## src/rtl/spfrs_pkg.sv

```systemverilog
// Package for the smallest-prime-factor rank sieve.
// Holds field widths, reset constants, the controller state type and the
// command and status structs shared by the controller and the datapath.
`default_nettype none

package spfrs_pkg;

   localparam int NUM_W       = 11;
   localparam int LABEL_W     = 10;
   localparam int DEF_MAX_N   = 1024;

   localparam logic [NUM_W-1:0]   LIMIT_RESET = 11'd1024;
   localparam logic [LABEL_W-1:0] RANK_RESET  = 10'd1;
   localparam logic [LABEL_W-1:0] RANK_MAX    = 10'd1023;

   typedef enum logic [6:0] {
      ST_CLEAR  = 7'b0000001,
      ST_IDLE   = 7'b0000010,
      ST_LOOKUP = 7'b0000100,
      ST_CHECK  = 7'b0001000,
      ST_MREAD  = 7'b0010000,
      ST_MWRITE = 7'b0100000,
      ST_DONE   = 7'b1000000
   } state_type;

   typedef struct packed {
      logic clr_en;     // write zero at the clear pointer and advance it
      logic capture;    // take the incoming number
      logic rd_j;       // read address is the multiple pointer, else the number
      logic hit;        // result label is the stored label
      logic miss;       // result label is zero (number out of range)
      logic mark_num;   // label the new prime, start the multiple pointer
      logic mark_j;     // label the multiple if unlabeled, step the pointer
      logic rsp_load;   // move the result into the output register
   } cmd_type;

   typedef struct packed {
      logic clr_last;   // clear pointer is at the last entry
      logic in_range;   // captured number is between 2 and the limit
      logic stored_zero;// registered read data is zero
      logic j_over;     // multiple pointer is beyond the limit
   } status_type;

endpackage

`default_nettype wire

```

## src/rtl/spfrs_ctrl.sv

```systemverilog
// Controller state machine for the rank sieve.
// Uses spfrs_pkg; drives datapath commands from handshakes and datapath status.
`default_nettype none

module spfrs_ctrl (
   input  wire logic                 clock,
   input  wire logic                 reset,
   input  wire logic                 req_valid,
   output logic                      req_ready,
   output logic                      rsp_valid,
   input  wire logic                 rsp_ready,
   input  wire spfrs_pkg::status_type sts,
   output spfrs_pkg::cmd_type        cmd
);

   spfrs_pkg::state_type state_ff, state_in;
   logic                 rsp_valid_ff, rsp_valid_in;
   logic                 out_free;

   assign req_ready = (state_ff == spfrs_pkg::ST_IDLE);
   assign rsp_valid = rsp_valid_ff;
   assign out_free  = !rsp_valid_ff || rsp_ready;

   always_comb begin
      state_in = state_ff;
      cmd      = '0;
      case (state_ff)
         spfrs_pkg::ST_CLEAR: begin
            cmd.clr_en = 1'b1;
            if (sts.clr_last) begin
               state_in = spfrs_pkg::ST_IDLE;
            end
         end
         spfrs_pkg::ST_IDLE: begin
            if (req_valid) begin
               cmd.capture = 1'b1;
               state_in    = spfrs_pkg::ST_LOOKUP;
            end
         end
         spfrs_pkg::ST_LOOKUP: begin
            // The read of the number's entry is issued here.
            if (sts.in_range) begin
               state_in = spfrs_pkg::ST_CHECK;
            end else begin
               cmd.miss = 1'b1;
               state_in = spfrs_pkg::ST_DONE;
            end
         end
         spfrs_pkg::ST_CHECK: begin
            if (sts.stored_zero) begin
               cmd.mark_num = 1'b1;
               state_in     = spfrs_pkg::ST_MREAD;
            end else begin
               cmd.hit  = 1'b1;
               state_in = spfrs_pkg::ST_DONE;
            end
         end
         spfrs_pkg::ST_MREAD: begin
            cmd.rd_j = 1'b1;
            if (sts.j_over) begin
               state_in = spfrs_pkg::ST_DONE;
            end else begin
               state_in = spfrs_pkg::ST_MWRITE;
            end
         end
         spfrs_pkg::ST_MWRITE: begin
            cmd.mark_j = 1'b1;
            state_in   = spfrs_pkg::ST_MREAD;
         end
         spfrs_pkg::ST_DONE: begin
            if (out_free) begin
               cmd.rsp_load = 1'b1;
               state_in     = spfrs_pkg::ST_IDLE;
            end
         end
         default: begin
            state_in = spfrs_pkg::ST_IDLE;
         end
      endcase
   end

   always_comb begin
      rsp_valid_in = rsp_valid_ff;
      if (cmd.rsp_load) begin
         rsp_valid_in = 1'b1;
      end else if (rsp_ready) begin
         rsp_valid_in = 1'b0;
      end
   end

   always_ff @(posedge clock) begin
      if (reset) begin
         state_ff     <= spfrs_pkg::ST_CLEAR;
         rsp_valid_ff <= 1'b0;
      end else begin
         state_ff     <= state_in;
         rsp_valid_ff <= rsp_valid_in;
      end
   end

endmodule

`default_nettype wire

```

## config.mk

```make
export PLATFORM = sky130hd
export DESIGN_NAME = spfrs_ctrl
export DESIGN_NICKNAME = d
export VERILOG_FILES = /design/src/rtl/spfrs_pkg.sv /design/src/rtl/spfrs_ctrl.sv
export SDC_FILE = /design/constraint.sdc
export NUM_CORES = 1
export LEC_CHECK = 0
export BUFFER_PORTS_ARGS = -buffer_cell sky130_fd_sc_hd__buf_2
export CORE_AREA = 2 2 39 41
export CTS_CLUSTER_SIZE = 24
export DETAILED_ROUTE_END_ITERATION = 8
export DIE_AREA = 0 0 41 43
export PLACE_DENSITY = 0.62
export SKIP_LAST_GASP = 1
export SYNTH_ARGS = -nofsm -noshare
export SYNTH_HDL_FRONTEND = slang
export SYNTH_SLANG_ARGS = --single-unit
```

## constraint.sdc

```tcl
create_clock -name clock -period 2.4 [get_ports clock]
set_input_delay 0.48 -clock clock [delete_from_list [all_inputs] [get_ports clock]]
set_output_delay 0.48 -clock clock [all_outputs]
set_load 0.05 [all_outputs]
```

==> flow_summary_export.csv, run 1 <==
group,metric,value,unit
timing,period_share,86.4,%
clock_network,post_cts_resized,0,
setup_path,cp.required,1920,ps
routing,dr.pass1.iters,4,
logic_synthesis,ys_ff_latch,8,
routing,avgViaCountPerCell,5.22,
logic_synthesis,yosys_most_used_dff,"dfxtp_1",
routing,vias,459,
floorplan,rows,14,
global_route,grt_max_degree,9,
logic_synthesis,synth_nets,63,
finish,final_util,45.1,%
logic_synthesis,netlist-cell-type-count,32,
routing,wirelength,1.04,mm
placed_design,preCtsSetupSlack,607,ps
placed_design,gp_congestion,0.732,
clock_network,cts_setup_buffers,0,
setup_path,path_max_fanout,8,
timing,maxSlewViolCount,0,
setup_path,critPathCaptureType,"output port",
floorplan,die-area,1760,sq um
routing,drt-initial-drc-count,6,
routing,wl_per_cell,11.8,um
routing,route.detailed.drc,0,
placed_design,io_buffer_count,17,
global_route,grt_pass1_vias,429,
logic_synthesis,synth_top_area_cell,"dfxtp_1",
floorplan,fp.dieH,43,um
logic_synthesis,synth_area_leaders,"dfxtp_1, nor2b_4, nor4b_4",
timing,fmax,482,MHz
clock_network,clock_latency,250,ps
logic_synthesis,synth_edf_count,0,
power,leakage,0.295,nW
timing,timing.final.ws_setup,327,ps
logic_synthesis,postSynthCellCount,55,
timing,final-setup-viol-count,0,
timing,finalCriticalPeriod,2070,ps
power,p_per_area,492,nW/um^2
clock_network,clockRootBuffer,"clkbuf_4",
clock_network,cts_buffer_depth,2,
clock_network,cts_tree,"done",
finish,multiInputGateArea,322,sq um
logic_synthesis,async_reset_ff_share,0,%
timing,slew_headroom,75.0,%
clock_network,cts.reportedPaths.clkPinSlew,50,ps
clock_network,htreeDepth,1,
finish,fillerInstances,146,
logic_synthesis,synth_top_area_share,30.8,%
timing,tightest_slew,371,ps
finish,drive_gt1_share,44.4,%
finish,synthToLayoutAreaGrowth,20.0,%
global_route,gr-total-overflow,0,
power,ir_drop,0.254,mV
run,drv_cap,0,
power,power,307,uW
timing,fin_skew,0.703,ps
placed_design,hpwl,819,um
clock_network,cts_sinks,8,
setup_path,arrival,1590,ps
setup_path,path_class,"reg -> out",
logic_synthesis,syn_area,520,sq um
clock_network,numCtsBuffers,3,
logic_synthesis,yosys_warnings,0,
floorplan,core_area,1380,sq um
global_route,track_usage,15.4,%
timing,finalHoldViolations,0,
finish,seq_area,160,sq um
floorplan,die_x,41,um
logic_synthesis,ys_top_cells_by_count,"dfxtp_1, nor2_1, inv_1, and3_1",
logic_synthesis,synth.most_common_cell,"dfxtp_1",
worst_hold_path,min_path_type,"in -> reg",
floorplan,start_util,37.6,%
setup_path,crit_path_start_kind,"flop",
timing,grt_setup_unrepaired,"no",
logic_synthesis,syn_area_per_cell,9.46,sq um
finish,antenna_cells,0,
global_route,antenna_found_initial,0,
outcome,outcome,"finished clean",
floorplan,ioPinCount,18,
finish,nNetsFinal,82,
logic_synthesis,yosysSeqAreaShare,30.8,%
timing,setup_tns,0,ps
clock_network,hold_buffers,0,
routing,antenna_left,0,
global_route,grt_pass1_wl,1.73,mm
final cells by class:
type | instances | area share [%]
Tap cell | 16 | 3.21
Timing Repair Buffer | 17 | 13.6
Sequential cell | 8 | 25.7
Clock buffer | 3 | 3.61
Multi-Input combinational cell | 40 | 51.5
Inverter | 4 | 2.40
per-stage QoR:
step	instances	hold slack, ps	cell area, sq um
after CTS	88	426	624
after global routing	88	422	624
after global placement	85	473	602
after detailed placement	85	468	602
final	88	434	624
after floorplan	55	498	520
flip-flops by register name (all words and copies together) (netlist names):
name	cells
rsp_valid	1
state_ff	7
cells in the final DEF, fill, tap and decap left out, drive strengths merged:
cell type  Yosys  layout
nand3b         1       1
nor3b          2       2
buf            3      17
dfxtp          8       8
o21ai          2       2
a22oi          1       1
nor2           6       6
nand4b         2       2
nor4b          2       2
nor3           1       1
nor2b          4       4
and2           2       2
or3            1       1
o21a           1       1
a211oi         1       1
a21oi          3       3
a22o           1       1
clkbuf         0       3
nand4          1       1
xor2           1       1
nor4           1       1
inv            4       4
nand2b         2       2
and3           3       3
o211ai         1       1
nand3          1       1
cells by family after synthesis:
group | count (synthesis) | synth area share [%]
simple gates | 29 | 44.5
flops | 8 | 30.8
xor+xnor | 1 | 1.68
compound gates | 10 | 15.6
buf+inv | 7 | 7.45
critical path, cell delays in order, from the launching register on:
cell	delay (ps)
dfxtp_1	410
nor4_1	380
nand3_1	170
nor2_1	120
buf_2	260
metal layers:
layer  track usage (%)  share of wire (%)  up-vias  routed length (um)
met5                 0                  0        -                   0
met4              10.0                1.9        0                  20
met3              6.28                5.7        4                  59
met2              20.9                 48       11                 500
met1              19.2                 44      214                 458
li1                  -                  -      230                   -
power by group:
group          total, mW  internal, mW  switching (mW)
registers          0.143         0.137         0.00600
logic             0.0621        0.0236          0.0386
clock network      0.103        0.0572          0.0453
total              0.307         0.217          0.0899
path summary, 6_finish.rpt:
check / from / to / slack, ps / cells past startpoint
worst max-delay path: state_ff[2]$_SDFFE_PP0P_ / cmd[0] / 330 / 4
worst min register to register: rsp_valid$_SDFFE_PP0P_ / rsp_valid$_SDFFE_PP0P_ / 480 / 2
worst max register to register: state_ff[2]$_SDFFE_PP0P_ / state_ff[5]$_SDFFE_PP0P_ / 1050 / 4
worst min-delay path: sts[0] / state_ff[5]$_SDFFE_PP0P_ / 430 / 2
(Power assumes the default switching activity.)
==> inputs of run 2 (changes only) <==
==> constraint.sdc (replaced) <==
create_clock -name clock -period 2.4 [get_ports clock]
set_input_delay 0.48 -clock clock [delete_from_list [all_inputs] [get_ports clock]]
set_output_delay 0.48 -clock clock [all_outputs]
set_load 0.01 [all_outputs]
==> flow_summary_export.csv, run 2 (same netlist as run 1, synthesis figures left out) <==
group,metric,value,unit
outcome,outcome,"finished clean",
timing,fmax,516,MHz
power,p_per_area,474,nW/um^2
finish,nNetsFinal,82,
clock_network,clockRootBuffer,"clkbuf_4",
routing,dr.pass1.iters,4,
clock_network,numCtsBuffers,3,
worst_hold_path,hold-path-cell-count,2,
global_route,grt_pass1_wl,1.73,mm
timing,fin_skew,0.231,ps
setup_path,slowest_delay,410,ps
setup_path,worstReg2RegEnd,"state_ff[5]$_SDFFE_PP0P_",
floorplan,core_area,1380,sq um
timing,slew_headroom,75.2,%
setup_path,crit_path_start_kind,"flop",
routing,route.detailed.drc,0,
placed_design,placed_area,602,sq um
run,drv_cap,0,
power,ir_drop,0.260,mV
finish,largest_reg_flops,7,
worst_hold_path,hp-start,"sts[0]",
clock_network,cts_sinks,8,
placed_design,io_buffer_count,17,
floorplan,fp.dieH,43,um
global_route,grt_max_degree,9,
clock_network,htreeDepth,1,
timing,grt_setup_unrepaired,"no",
setup_path,arrival,1460,ps
setup_path,reg2reg_slack,1040,ps
setup_path,reg2reg_depth,4,
clock_network,hold_buffers,0,
clock_network,cts_setup_buffers,0,
routing,wirelength,1.03,mm
clock_network,clock_latency,260,ps
finish,drive_gt1_share,44.4,%
worst_hold_path,worstHoldEndpoint,"state_ff[5]$_SDFFE_PP0P_",
finish,synthToLayoutAreaGrowth,20.0,%
setup_path,path_max_fanout,8,
finish,max_flop_register,"state_ff",
timing,setup_tns,0,ps
global_route,grt_pass1_vias,435,
routing,antenna_left,0,
setup_path,worstReg2RegStart,"state_ff[2]$_SDFFE_PP0P_",
placed_design,gp_congestion,0.732,
power,leakage,0.295,nW
finish,final_common_cell,"buf_2",
placed_design,hpwl,825,um
setup_path,critical_path.slowest_cell,"dfxtp_1",
routing,wl_per_cell,11.6,um
global_route,gr-total-overflow,0,
routing,vias,468,
timing,period_share,80.7,%
finish,final_cell_mix,"buf_2, dfxtp_1, nor2_1",
setup_path,path_class,"reg -> out",
floorplan,start_util,37.6,%
setup_path,critPathCaptureType,"output port",
finish,antenna_cells,0,
setup_path,cp_cell_sequence,"nor4_1 > nand3_1 > nor2_1 > buf_2",
routing,avgViaCountPerCell,5.32,
clock_network,cts_buffer_depth,2,
setup_path,cp.required,1920,ps
floorplan,ioPinCount,18,
global_route,antenna_found_initial,0,
timing,final-setup-viol-count,0,
timing,finalCriticalPeriod,1940,ps
clock_network,cts_tree,"done",
floorplan,die-area,1760,sq um
timing,tightest_slew,368,ps
routing,drt-initial-drc-count,11,
floorplan,rows,14,
worst_hold_path,min_path_type,"in -> reg",
floorplan,die_x,41,um
clock_network,post_cts_resized,0,
timing,maxSlewViolCount,0,
finish,postLayoutCellArea,624,sq um
clock_network,cts.reportedPaths.clkPinSlew,50,ps
timing,finalHoldViolations,0,
global_route,track_usage,15.0,%
==> run 2: where the power goes <==
group | internal, mW | switching (mW)
registers | 0.137 | 0.00595
logic | 0.0235 | 0.0258
clock network | 0.0573 | 0.0466
==> run 2: worst max-delay path: cells and delay by family, from the launching register on <==
family                 cells  cell delay (ps)
buffers and inverters      1              130
and+or+nand+nor            3              660
DFF                        1              410
==> run 2: layout make-up <==
type / count / area [sq um]
clock buffers: 3 / 22.5
fillers: 147 / 759
inverters: 4 / 15.0
multi-input cells: 40 / 322
flip-flops and latches: 8 / 160
well taps: 16 / 20.0
repair buffers: 17 / 85.1
==> run 2: how the worst max path moves through the flow <==
| stage | from | to | slack, ps |
|---|---|---|---|
| final | state_ff[2]$_SDFFE_PP0P_ | cmd[0] | 460 |
| after global routing | state_ff[2]$_SDFFE_PP0P_ | cmd[0] | 350 |
| after CTS | state_ff[2]$_SDFFE_PP0P_ | cmd[0] | 460 |
| after detailed placement | state_ff[2]$_SDFFE_PP0P_ | cmd[0] | 730 |
| after global placement | state_ff[1]$_SDFFE_PP0P_ | cmd[6] | 740 |
| after floorplan | state_ff[2]$_SDFFE_PP0P_ | cmd[6] | 820 |
==> run 2: layer usage <==
metal  up-vias  GRT usage [%]  wire, um  share of wire, %
met5         -              0         0                 0
met2        13           21.6       493                48
met3         5           3.14        49               4.8
met4         0           10.0        29               2.8
li1        231              -         -                 -
met1       219           19.2       453                44
==> run 2: through the flow <==
step | hold WS (ps) | total power, mW | setup WS (ps) | cells | utilization (%)
after floorplan | 495 | 0.178 | 824 | 55 | -
after global placement | 473 | 0.195 | 741 | 85 | 43.5
after detailed placement | 474 | 0.195 | 732 | 85 | 43.5
after CTS | 427 | 0.297 | 456 | 88 | 45.1
after global routing | 429 | 0.309 | 352 | 88 | 45.1
final | 427 | 0.296 | 463 | 88 | 45.1
==> inputs of run 3 (changes only) <==
==> constraint.sdc (replaced) <==
create_clock -name clock -period 1.84 [get_ports clock]
set_input_delay 0.368 -clock clock [delete_from_list [all_inputs] [get_ports clock]]
set_output_delay 0.368 -clock clock [all_outputs]
set_load 0.01 [all_outputs]
==> flow_summary_export.csv, run 3 (same netlist as run 1, synthesis figures left out) <==
group,metric,value,unit
setup_path,slowest_delay,440,ps
global_route,antenna_found_initial,0,
timing,tightest_slew,370,ps
timing,finalHoldViolations,0,
timing,setup_tns,0,ps
clock_network,cts_tree,"done",
power,power,390,uW
finish,postLayoutCellArea,639,sq um
finish,max_flop_register,"state_ff",
worst_hold_path,hp-start,"sts[0]",
finish,final_util,46.2,%
clock_network,numCtsBuffers,3,
routing,route.detailed.drc,0,
setup_path,path_max_fanout,4,
timing,maxSlewViolCount,0,
setup_path,critical_path.slowest_cell,"or3_4",
placed_design,dp_cells,85,
global_route,grt_max_degree,9,
finish,stdcell_count,88,
power,ir_drop,0.342,mV
floorplan,core_area,1380,sq um
setup_path,path_class,"reg -> out",
power,leakage,0.298,nW
finish,drive_gt1_share,48.6,%
routing,vias,474,
setup_path,arrival,1440,ps
finish,antenna_cells,0,
placed_design,placed_area,602,sq um
global_route,grt_pass1_vias,435,
routing,wl_per_cell,12.0,um
power,p_per_area,610,nW/um^2
floorplan,ioPinCount,18,
floorplan,fp.dieH,43,um
timing,period_share,98.2,%
placed_design,hpwl,825,um
timing,fin_skew,0.371,ps
placed_design,gp_congestion,0.732,
run,drv_cap,0,
floorplan,die_x,41,um
finish,final_cell_mix,"buf_2, nor2_1, dfxtp_1",
routing,wirelength,1.05,mm
finish,nNetsFinal,82,
global_route,track_usage,15.0,%
timing,fmax,554,MHz
global_route,gr-total-overflow,0,
timing,slew_headroom,75.3,%
routing,antenna_left,0,
routing,avgViaCountPerCell,5.39,
finish,final_common_cell,"buf_2",
routing,drt-initial-drc-count,11,
timing,grt_setup_unrepaired,"yes",
routing,dr.pass1.iters,4,
clock_network,cts_sinks,8,
timing,final-setup-viol-count,0,
setup_path,critical_path.startpoint,"state_ff[6]$_SDFFE_PP0P_",
floorplan,die-area,1760,sq um
outcome,outcome,"finished clean",
floorplan,start_util,37.6,%
clock_network,htreeDepth,1,
finish,synthToLayoutAreaGrowth,22.8,%
placed_design,io_buffer_count,17,
setup_path,worstReg2RegStart,"state_ff[4]$_SDFFE_PP0P_",
global_route,grt_pass1_wl,1.73,mm
clock_network,cts_buffer_depth,2,
finish,largest_reg_flops,7,
clock_network,cts_setup_buffers,0,
clock_network,clock_latency,260,ps
floorplan,rows,14,
setup_path,cp.required,1470,ps
clock_network,post_cts_resized,0,
clock_network,hold_buffers,0,
timing,finalCriticalPeriod,1810,ps
setup_path,cp_cell_sequence,"or3_4 > nor2b_4 > and2_1 > buf_2",
setup_path,crit_path_start_kind,"flop",
worst_hold_path,min_path_type,"in -> reg",
clock_network,cts.reportedPaths.clkPinSlew,50,ps
clock_network,clockRootBuffer,"clkbuf_4",
setup_path,critPathCaptureType,"output port",
==> run 3: stage by stage <==
step,setup slack [ps],hold slack [ps]
after floorplan,376,430
after global placement,292,473
after CTS,7.99,315
after global routing,-22.8,317
after detailed placement,284,474
final,33.4,314
==> run 3: worst max-delay path, delay by kind of cell (launching register included) <==
kind | cells | cell delay, ps
flip-flops | 1 | 360
AND/OR/NAND/NOR | 3 | 700
buffers and inverters | 1 | 120
==> run 3: area by class of cell <==
type                       count  area, sq um
clock buffer                   3         22.5
tap                           16         20.0
sequential                     8          163
inverter                       4         15.0
timing repair buffer          17         85.1
multi-input combinational     40          334
fill                         142          744
==> run 3: path summary, 6_finish.rpt <==
check,endpoint,depth (start not counted),slack (ps)
worst max-delay path,cmd[6],4,30
worst min-delay path,state_ff[5]$_SDFFE_PP0P_,2,310
worst max register to register,state_ff[5]$_SDFFE_PP0P_,4,560
worst min register to register,rsp_valid$_SDFFE_PP0P_,2,480
==> run 3: metal layers <==
layer,GRT usage [%],vias up,part of all wire [%]
met5,0,-,0
met4,10.0,0,2.8
met3,3.14,5,5.4
met2,21.6,15,48
met1,19.2,223,43
li1,-,231,-
==> run 3: where the power goes <==
part / switching, mW / internal [mW] / total (mW)
Clock: 0.0607 / 0.0747 / 0.135
Combinational: 0.0336 / 0.0325 / 0.0661
Sequential: 0.00923 / 0.179 / 0.188
Total: 0.104 / 0.286 / 0.390
